--- src/x256pp_pkg.sv ---
// ----------------------------------------------------------------------------
// x256pp_pkg
// shared types and constants for the xoshiro256++ generator
// ----------------------------------------------------------------------------
package x256pp_pkg;

    localparam int unsigned WORD_W   = 64;
    localparam int unsigned BOUND_W  = 32;
    localparam int unsigned DIV_W    = 31;
    localparam int unsigned ROT_OUT  = 23;
    localparam int unsigned SHIFT_T  = 17;
    localparam int unsigned ROT_W3   = 45;
    localparam int unsigned NUM_SEED = 4;

    typedef enum logic [1:0] {
        OP_RAW   = 2'd0,
        OP_RANGE = 2'd1,
        OP_LOAD  = 2'd2,
        OP_CLEAR = 2'd3
    } op_t;

    typedef enum logic [1:0] {
        ST_IDLE,
        ST_MIX,
        ST_REM
    } fsm_state_t;

    typedef logic [NUM_SEED-1:0][WORD_W-1:0] seed_t;

    typedef struct packed {
        logic advance;
        logic load;
        logic clear;
    } state_ctrl_t;

endpackage

--- src/xoshiro256pp_random_generator.sv ---
// ----------------------------------------------------------------------------
// xoshiro256pp_random_generator
// xoshiro256++ generator with raw, ranged, seed load and clear requests
// ----------------------------------------------------------------------------
// A raw request (operation 0) goes through the mix state and the output
// register; a ranged request (operation 1) with a positive bound goes through
// the mix state, the remainder unit (one dividend bit per cycle over the
// 64-bit output) and the output register. A bound of zero or below returns 0
// without advancing. Seed load and clear give no word. Input is ready only
// when the sequencer is idle and the output register is empty. Seed words are
// written through the register port at byte addresses 0, 8, 16 and 24; the
// user must write them only while idle; the block does not enforce it.
// ----------------------------------------------------------------------------
module xoshiro256pp_random_generator (
    input  logic        aclk,
    input  logic        aresetn,

    input  logic        s_axis_tvalid,
    output logic        s_axis_tready,
    input  logic [31:0] s_axis_tdata,   // [31:0] bound
    input  logic [1:0]  s_axis_tuser,   // [1:0] operation

    output logic        m_axis_tvalid,
    input  logic        m_axis_tready,
    output logic [63:0] m_axis_tdata,   // [63:0] value

    input  logic        psel,
    input  logic        penable,
    input  logic        pwrite,
    input  logic [4:0]  paddr,
    input  logic [63:0] pwdata,
    output logic [63:0] prdata,
    output logic        pready
);

    x256pp_pkg::fsm_state_t            state_reg, state_next;
    x256pp_pkg::state_ctrl_t           ctrl;
    x256pp_pkg::seed_t                 seed_reg;
    x256pp_pkg::op_t                   op;
    logic                              in_acc;
    logic                              range_reg, range_next;
    logic [x256pp_pkg::DIV_W-1:0]      div_reg,   div_next;
    logic                              m_valid_reg, m_valid_next;
    logic [x256pp_pkg::WORD_W-1:0]     m_data_reg,  m_data_next;
    logic [x256pp_pkg::WORD_W-1:0]     raw;
    logic                              rem_start;
    logic                              rem_done;
    logic [x256pp_pkg::DIV_W-1:0]      rem_val;
    logic                              out_load;
    logic [x256pp_pkg::WORD_W-1:0]     out_val;
    logic [1:0]                        cfg_idx;

    assign pready  = 1'b1;
    assign cfg_idx = paddr[4:3];
    assign prdata  = seed_reg[cfg_idx];

    always_ff @(posedge aclk) begin
        if (!aresetn) begin
            seed_reg <= '0;
        end else if (psel && penable && pwrite && pready) begin
            seed_reg[cfg_idx] <= pwdata;
        end
    end

    assign op            = x256pp_pkg::op_t'(s_axis_tuser);
    assign s_axis_tready = (state_reg == x256pp_pkg::ST_IDLE) && !m_valid_reg;
    assign in_acc        = s_axis_tvalid && s_axis_tready;

    always_comb begin
        state_next   = state_reg;
        range_next   = range_reg;
        div_next     = div_reg;
        ctrl         = '0;
        rem_start    = 1'b0;
        out_load     = 1'b0;
        out_val      = '0;
        case (state_reg)
            x256pp_pkg::ST_IDLE: begin
                if (in_acc) begin
                    case (op)
                        x256pp_pkg::OP_RAW: begin
                            ctrl.advance = 1'b1;
                            range_next   = 1'b0;
                            state_next   = x256pp_pkg::ST_MIX;
                        end
                        x256pp_pkg::OP_RANGE: begin
                            if (s_axis_tdata[31] || s_axis_tdata == '0) begin
                                out_load = 1'b1;
                            end else begin
                                ctrl.advance = 1'b1;
                                range_next   = 1'b1;
                                div_next     = s_axis_tdata[x256pp_pkg::DIV_W-1:0];
                                state_next   = x256pp_pkg::ST_MIX;
                            end
                        end
                        x256pp_pkg::OP_LOAD: begin
                            ctrl.load = 1'b1;
                        end
                        x256pp_pkg::OP_CLEAR: begin
                            ctrl.clear = 1'b1;
                        end
                        default: begin
                            ctrl = '0;
                        end
                    endcase
                end
            end
            x256pp_pkg::ST_MIX: begin
                if (range_reg) begin
                    rem_start  = 1'b1;
                    state_next = x256pp_pkg::ST_REM;
                end else begin
                    out_load   = 1'b1;
                    out_val    = raw;
                    state_next = x256pp_pkg::ST_IDLE;
                end
            end
            x256pp_pkg::ST_REM: begin
                if (rem_done) begin
                    out_load   = 1'b1;
                    out_val    = {{(x256pp_pkg::WORD_W - x256pp_pkg::DIV_W){1'b0}}, rem_val};
                    state_next = x256pp_pkg::ST_IDLE;
                end
            end
            default: begin
                state_next = x256pp_pkg::ST_IDLE;
            end
        endcase
    end

    always_comb begin
        m_valid_next = m_valid_reg;
        m_data_next  = m_data_reg;
        if (out_load) begin
            m_valid_next = 1'b1;
            m_data_next  = out_val;
        end else if (m_axis_tready) begin
            m_valid_next = 1'b0;
        end
    end

    always_ff @(posedge aclk) begin
        if (!aresetn) begin
            state_reg   <= x256pp_pkg::ST_IDLE;
            range_reg   <= 1'b0;
            m_valid_reg <= 1'b0;
        end else begin
            state_reg   <= state_next;
            range_reg   <= range_next;
            m_valid_reg <= m_valid_next;
        end
    end

    always_ff @(posedge aclk) begin
        div_reg    <= div_next;
        m_data_reg <= m_data_next;
    end

    assign m_axis_tvalid = m_valid_reg;
    assign m_axis_tdata  = m_data_reg;

    x256pp_state u_state (
        .aclk    (aclk),
        .aresetn (aresetn),
        .ctrl    (ctrl),
        .seed    (seed_reg),
        .raw     (raw)
    );

    x256pp_rem u_rem (
        .aclk      (aclk),
        .aresetn   (aresetn),
        .start     (rem_start),
        .dividend  (raw),
        .divisor   (div_reg),
        .done      (rem_done),
        .remainder (rem_val)
    );

`ifndef SYNTHESIS
    // output register stays free while a word is being worked on
    a_busy_out_free: assert property (@(posedge aclk) disable iff (!aresetn)
        (state_reg != x256pp_pkg::ST_IDLE) |-> !m_valid_reg)
        else $error("output word pending while sequencer busy");

    // remainder completes only while the sequencer waits for it
    a_rem_done_state: assert property (@(posedge aclk) disable iff (!aresetn)
        rem_done |-> (state_reg == x256pp_pkg::ST_REM))
        else $error("remainder done outside remainder state");

    // a raw request's word reaches the output register after the mix state
    a_raw_latency: assert property (@(posedge aclk) disable iff (!aresetn)
        (in_acc && op == x256pp_pkg::OP_RAW) |=> ##1 m_valid_reg)
        else $error("raw request produced no word");

    // seed load and clear never produce a word
    a_no_word_cfg: assert property (@(posedge aclk) disable iff (!aresetn)
        (in_acc && (op == x256pp_pkg::OP_LOAD || op == x256pp_pkg::OP_CLEAR))
        |=> !m_valid_reg)
        else $error("load or clear produced a word");
`endif

endmodule

--- src/x256pp_state.sv ---
// ----------------------------------------------------------------------------
// x256pp_state
// four generator words with advance, seed load and clear; output mixing
// is split over the advance cycle and the following one
// ----------------------------------------------------------------------------
module x256pp_state (
    input  logic                                aclk,
    input  logic                                aresetn,
    input  x256pp_pkg::state_ctrl_t             ctrl,
    input  x256pp_pkg::seed_t                   seed,
    output logic [x256pp_pkg::WORD_W-1:0]       raw
);

    logic [x256pp_pkg::WORD_W-1:0] w_reg [4];
    logic [x256pp_pkg::WORD_W-1:0] w_next [4];
    logic [x256pp_pkg::WORD_W-1:0] sum_reg;
    logic [x256pp_pkg::WORD_W-1:0] w0_hold_reg;
    logic [x256pp_pkg::WORD_W-1:0] a2;
    logic [x256pp_pkg::WORD_W-1:0] a3;
    logic [x256pp_pkg::WORD_W-1:0] t;
    logic                          seed_zero;

    assign seed_zero = (seed[0] | seed[1] | seed[2] | seed[3]) == '0;
    assign t  = w_reg[1] << x256pp_pkg::SHIFT_T;
    assign a2 = w_reg[2] ^ w_reg[0];
    assign a3 = w_reg[3] ^ w_reg[1];

    always_comb begin
        for (int i = 0; i < 4; i++) begin
            w_next[i] = w_reg[i];
        end
        if (ctrl.clear) begin
            for (int i = 0; i < 4; i++) begin
                w_next[i] = '0;
            end
        end else if (ctrl.load) begin
            for (int i = 0; i < 4; i++) begin
                w_next[i] = seed[i];
            end
            if (seed_zero) begin
                w_next[0] = x256pp_pkg::WORD_W'(1);
            end
        end else if (ctrl.advance) begin
            w_next[0] = w_reg[0] ^ a3;
            w_next[1] = w_reg[1] ^ a2;
            w_next[2] = a2 ^ t;
            w_next[3] = (a3 << x256pp_pkg::ROT_W3)
                      | (a3 >> (x256pp_pkg::WORD_W - x256pp_pkg::ROT_W3));
        end
    end

    always_ff @(posedge aclk) begin
        if (!aresetn) begin
            for (int i = 0; i < 4; i++) begin
                w_reg[i] <= '0;
            end
        end else begin
            for (int i = 0; i < 4; i++) begin
                w_reg[i] <= w_next[i];
            end
        end
    end

    always_ff @(posedge aclk) begin
        if (ctrl.advance) begin
            sum_reg     <= w_reg[0] + w_reg[3];
            w0_hold_reg <= w_reg[0];
        end
    end

    assign raw = ((sum_reg << x256pp_pkg::ROT_OUT)
               | (sum_reg >> (x256pp_pkg::WORD_W - x256pp_pkg::ROT_OUT)))
               + w0_hold_reg;

endmodule

--- src/x256pp_rem.sv ---
// ----------------------------------------------------------------------------
// x256pp_rem
// restoring remainder, 64-bit dividend by 31-bit divisor, one bit a cycle
// ----------------------------------------------------------------------------
module x256pp_rem (
    input  logic                                aclk,
    input  logic                                aresetn,
    input  logic                                start,
    input  logic [x256pp_pkg::WORD_W-1:0]       dividend,
    input  logic [x256pp_pkg::DIV_W-1:0]        divisor,
    output logic                                done,
    output logic [x256pp_pkg::DIV_W-1:0]        remainder
);

    localparam int unsigned CNT_W = $clog2(x256pp_pkg::WORD_W);

    logic                            busy_reg,  busy_next;
    logic                            done_reg,  done_next;
    logic [CNT_W-1:0]                cnt_reg,   cnt_next;
    logic [x256pp_pkg::WORD_W-1:0]   dvd_reg,   dvd_next;
    logic [x256pp_pkg::DIV_W-1:0]    div_reg,   div_next;
    logic [x256pp_pkg::DIV_W-1:0]    rem_reg,   rem_next;
    logic [x256pp_pkg::DIV_W:0]      trial;
    logic [x256pp_pkg::DIV_W:0]      diff;

    assign trial = {rem_reg, dvd_reg[x256pp_pkg::WORD_W-1]};
    assign diff  = trial - {1'b0, div_reg};

    always_comb begin
        busy_next = busy_reg;
        done_next = 1'b0;
        cnt_next  = cnt_reg;
        dvd_next  = dvd_reg;
        div_next  = div_reg;
        rem_next  = rem_reg;
        if (start) begin
            busy_next = 1'b1;
            cnt_next  = '0;
            dvd_next  = dividend;
            div_next  = divisor;
            rem_next  = '0;
        end else if (busy_reg) begin
            dvd_next = dvd_reg << 1;
            if (trial >= {1'b0, div_reg}) begin
                rem_next = diff[x256pp_pkg::DIV_W-1:0];
            end else begin
                rem_next = trial[x256pp_pkg::DIV_W-1:0];
            end
            cnt_next = cnt_reg + 1'b1;
            if (cnt_reg == CNT_W'(x256pp_pkg::WORD_W - 1)) begin
                busy_next = 1'b0;
                done_next = 1'b1;
            end
        end
    end

    always_ff @(posedge aclk) begin
        if (!aresetn) begin
            busy_reg <= 1'b0;
            done_reg <= 1'b0;
            cnt_reg  <= '0;
        end else begin
            busy_reg <= busy_next;
            done_reg <= done_next;
            cnt_reg  <= cnt_next;
        end
    end

    always_ff @(posedge aclk) begin
        dvd_reg <= dvd_next;
        div_reg <= div_next;
        rem_reg <= rem_next;
    end

    assign done      = done_reg;
    assign remainder = rem_reg;

endmodule
--- config.mk ---
export PLATFORM = sky130hd
export DESIGN_NAME = xoshiro256pp_random_generator
export DESIGN_NICKNAME = d
export VERILOG_FILES = /design/src/x256pp_pkg.sv /design/src/xoshiro256pp_random_generator.sv /design/src/x256pp_state.sv /design/src/x256pp_rem.sv
export SDC_FILE = /design/constraint.sdc
export NUM_CORES = 2
export LEC_CHECK = 0
export ABC_AREA = 1
export BUFFER_PORTS_ARGS = -buffer_cell sky130_fd_sc_hd__buf_2
export CORE_MARGIN = 5
export CORE_UTILIZATION = 35
export CTS_CLUSTER_SIZE = 28
export DETAILED_ROUTE_END_ITERATION = 7
export PLACE_DENSITY = 0.53
export REMOVE_ABC_BUFFERS = 1
export SYNTH_ARGS = -nofsm -noshare
export SYNTH_HDL_FRONTEND = slang
export SYNTH_SLANG_ARGS = --single-unit
--- constraint.sdc ---
create_clock -name aclk -period 11.4 [get_ports aclk]
set_input_delay 1.14 -clock aclk [delete_from_list [all_inputs] [get_ports aclk]]
set_output_delay 1.14 -clock aclk [all_outputs]
set_load 0.005 [all_outputs]
==> flow_metrics.py <==
metrics = {
    "status": {
        "outcome": "finished, final reports clean",
    },
    "pwr": {
        "sequentialPowerShare_pct": 40.3,
        "p_leak_uw": 0.02528,
        "p_sw_uw": 3024,
        "p_clk_share_pct": 36.5,
        "p_sw_share_pct": 33.83,
        "combPwrFrac_pct": 23.1,
        "ir_drop_mv": 0.1179,
        "p_per_area_nw_per_um2": 153.9,
        "internal-power_uw": 5913,
    },
    "drt": {
        "drt_iter0_drc": 4332,
        "via_per_inst": 5.158,
        "wire_per_inst_um": 21.67,
        "antenna_left": 0,
        "first_pass_iters": 6,
        "remaining_drc_errors": 0,
        "routed_wl_mm": 206.2,
        "via_count": 49095,
    },
    "finish": {
        "nets": 7764,
        "finish.instance_area_um2": 58050,
        "final_common_cell": "nand2_1",
        "drive_gt1_share_pct": 7.035,
        "multiInputGateArea_um2": 25940,
        "final_cell_mix": "nand2_1, inv_1, nand3_1",
        "regArea_um2": 20660,
        "stdcell_count": 9518,
        "nFillCells": 15646,
        "syn2layout_area_growth_pct": 11.80,
    },
    "worst_setup_path": {
        "required_ps": 10260,
        "worstSetupEndpointType": "primary output",
        "crit_arrival_ps": 3730,
        "ff2ff_path_depth": 14,
        "worstPathMaxFanout": 35,
        "worstSetupPathType": "input pin to primary output",
        "worstSetupStartpointType": "input pin",
    },
    "hold_path": {
        "hold_class": "flip-flop to flip-flop",
        "worstHoldPathCells": 0,
    },
    "die": {
        "fp.dieArea_um2": 156100,
        "core_um2": 147700,
        "die-height_um": 395.2,
        "die_x_um": 395.2,
        "ios": 241,
        "core.rowCount": 141,
        "start_util_pct": 35.16,
    },
    "timing": {
        "drv_slew": 0,
        "worstMarginPinSlew_ps": 1220,
        "fin_worst_skew_ps": 65.23,
        "finalHoldViolations": 0,
        "hold_ws_ps": 396.8,
        "layout_setup_ws_ps": 6534,
        "post-route-period-util_pct": 42.69,
        "rsz0062_at_grt": "false",
        "max_freq_mhz": 205.5,
        "fin_crit_ps": 4866,
        "setup_viol": 0,
        "max_slew_margin_pct": 18.11,
    },
    "place": {
        "place.gp.congestion": 0.9892,
        "port_buffers": 236,
        "dp_cells": 9316,
        "placed_area_um2": 54730,
        "dp_hpwl_mm": 157.3,
        "dp_slack_ps": 5978,
    },
    "clock_tree": {
        "cts-root-buf": "clkbuf_16",
        "clock_path_buffers": 3,
        "htree_num_levels": 3,
        "cts_hold_buf": 0,
        "cts_num_sinks": 873,
        "cts_made_buffers": 101,
        "clock_latency_ps": 770,
        "post-cts-setup-buffers": 0,
        "cts.reportedPaths.clkPinSlew_ps": 60,
        "cts-resized-gates": 0,
        "cts_tree": "yes",
    },
    "synthesis": {
        "yosysWarnings": 0,
        "ys_types": 43,
        "syn_area_um2": 51920,
        "ys_seq_area_share_pct": 39.79,
        "syn_inst": 7410,
        "syn_area_per_cell_um2": 7.007,
        "ys_ff_latch": 873,
    },
    "global_routing": {
        "grt_pass1_vias": 45982,
        "grt.overflow.total": 0,
        "antenna_found_initial": 15,
        "grt_pass1_wl_mm": 300.7,
        "grtUsageTotal_pct": 25.42,
        "grt_max_degree": 201,
    },
    "flow_run": {
        "maxCapViolCount": 0,
    },
}
## synth_stat cells
| cell | count | area [um^2] |
|---|---|---|
| nor2_2 | 2 | 12.51 |
| ha_1 | 162 | 2027 |
| inv_1 | 1085 | 4073 |
| clkbuf_1 | 188 | 705.7 |
| and2_1 | 2 | 12.51 |
| nand3b_1 | 15 | 112.6 |
| o21ai_0 | 451 | 2257 |
| nand2_4 | 1 | 11.26 |
| nor3_1 | 37 | 185.2 |
| o211ai_1 | 1 | 7.510 |
| a21o_1 | 3 | 22.52 |
| nand2_1 | 1867 | 7008 |
| buf_2 | 84 | 420.4 |
| a31o_2 | 1 | 8.760 |
| a31oi_2 | 1 | 12.51 |
| edfxtp_1 | 318 | 9549 |
| nand4_1 | 44 | 275.3 |
| fa_1 | 3 | 60.06 |
| nor2_1 | 519 | 1948 |
| a21oi_1 | 664 | 3323 |
| buf_4 | 6 | 45.04 |
| clkinv_1 | 1 | 3.750 |
| a221o_1 | 1 | 10.01 |
| a31oi_1 | 1 | 6.260 |
| o21a_1 | 3 | 22.52 |
| inv_2 | 7 | 26.28 |
| o22ai_1 | 23 | 143.9 |
| o221ai_1 | 60 | 525.5 |
| o21ai_1 | 133 | 665.6 |
| dfxtp_1 | 555 | 11110 |
| or2_2 | 67 | 419.2 |
| o21bai_1 | 21 | 157.7 |
| buf_1 | 30 | 112.6 |
| nand2_2 | 2 | 12.51 |
| xnor2_1 | 184 | 1612 |
| nor4_1 | 3 | 18.77 |
| a22oi_1 | 60 | 450.4 |
| nand3_1 | 666 | 3333 |
| xor2_1 | 133 | 1165 |
| conb_1 | 1 | 3.750 |
| a21boi_0 | 3 | 22.52 |
| nor3_4 | 1 | 16.27 |
| and2_0 | 1 | 6.260 |
## final cells by class
class                   count  area share (%)
clock inverters            45          0.8277
diodes                     12         0.05173
well taps                1930           4.160
multi-input cells        5136           44.69
inverters                1093           7.122
clock buffers             145           4.845
repair buffers            284           2.709
flip-flops and latches    873           35.59
## power groups by stage
| stage | clock network [uW] | registers [uW] | logic, uW |
|---|---|---|---|
| 4_1_cts | 3330 | 3610 | 2060 |
| 6_report | 3270 | 3610 | 2070 |
| 3_5_place_dp | 0 | 3670 | 2060 |
| 2_1_floorplan | 0 | 3640 | 1310 |
| 5_1_grt | 3460 | 3620 | 2290 |
| 3_3_place_gp | 0 | 3670 | 2050 |
## final timing paths
check	start	end	slack, ps
min reg2reg	div_reg[25]	u_rem.div_reg[25]	400
max reg2reg	state_reg[0]	u_state.w_reg[0][7]	6800
min	div_reg[25]	u_rem.div_reg[25]	400
max	paddr[3]	prdata[21]	6530
## critical path, stage by stage
cell and delay (ps):
buf_2 140, nand2_2 680, buf_4 640, inv_1 390, a21oi_1 220, o21ai_0 230, buf_2 230
## cells by family after synthesis
kind of cell	after synthesis	synth area share [%]
compound gates	1426	14.71
xor+xnor	317	5.347
fa+ha+maj	165	4.020
buf+inv	1401	10.37
flops	873	39.79
other cells	1	0.007223
simple gates	3227	25.75
## per-stage QoR
stage               total power, uW  setup TNS, ps  util, %
floorplan                      4950        -100550        -
global placement               5722              0    37.06
detailed placement             5731              0    37.06
CTS                            9004              0    39.29
global route                   9372              0    39.30
finish                         8936              0    39.31
## routing by layer
metal	global-route usage [%]	up-vias	wire [um]
li1	-	24230	-
met3	3.121	317	10690
met1	32.84	23061	88830
met5	0	-	13
met4	11.19	2	10360
met2	42.74	1485	96320
No activity file was read; power rests on OpenSTA's default activity.
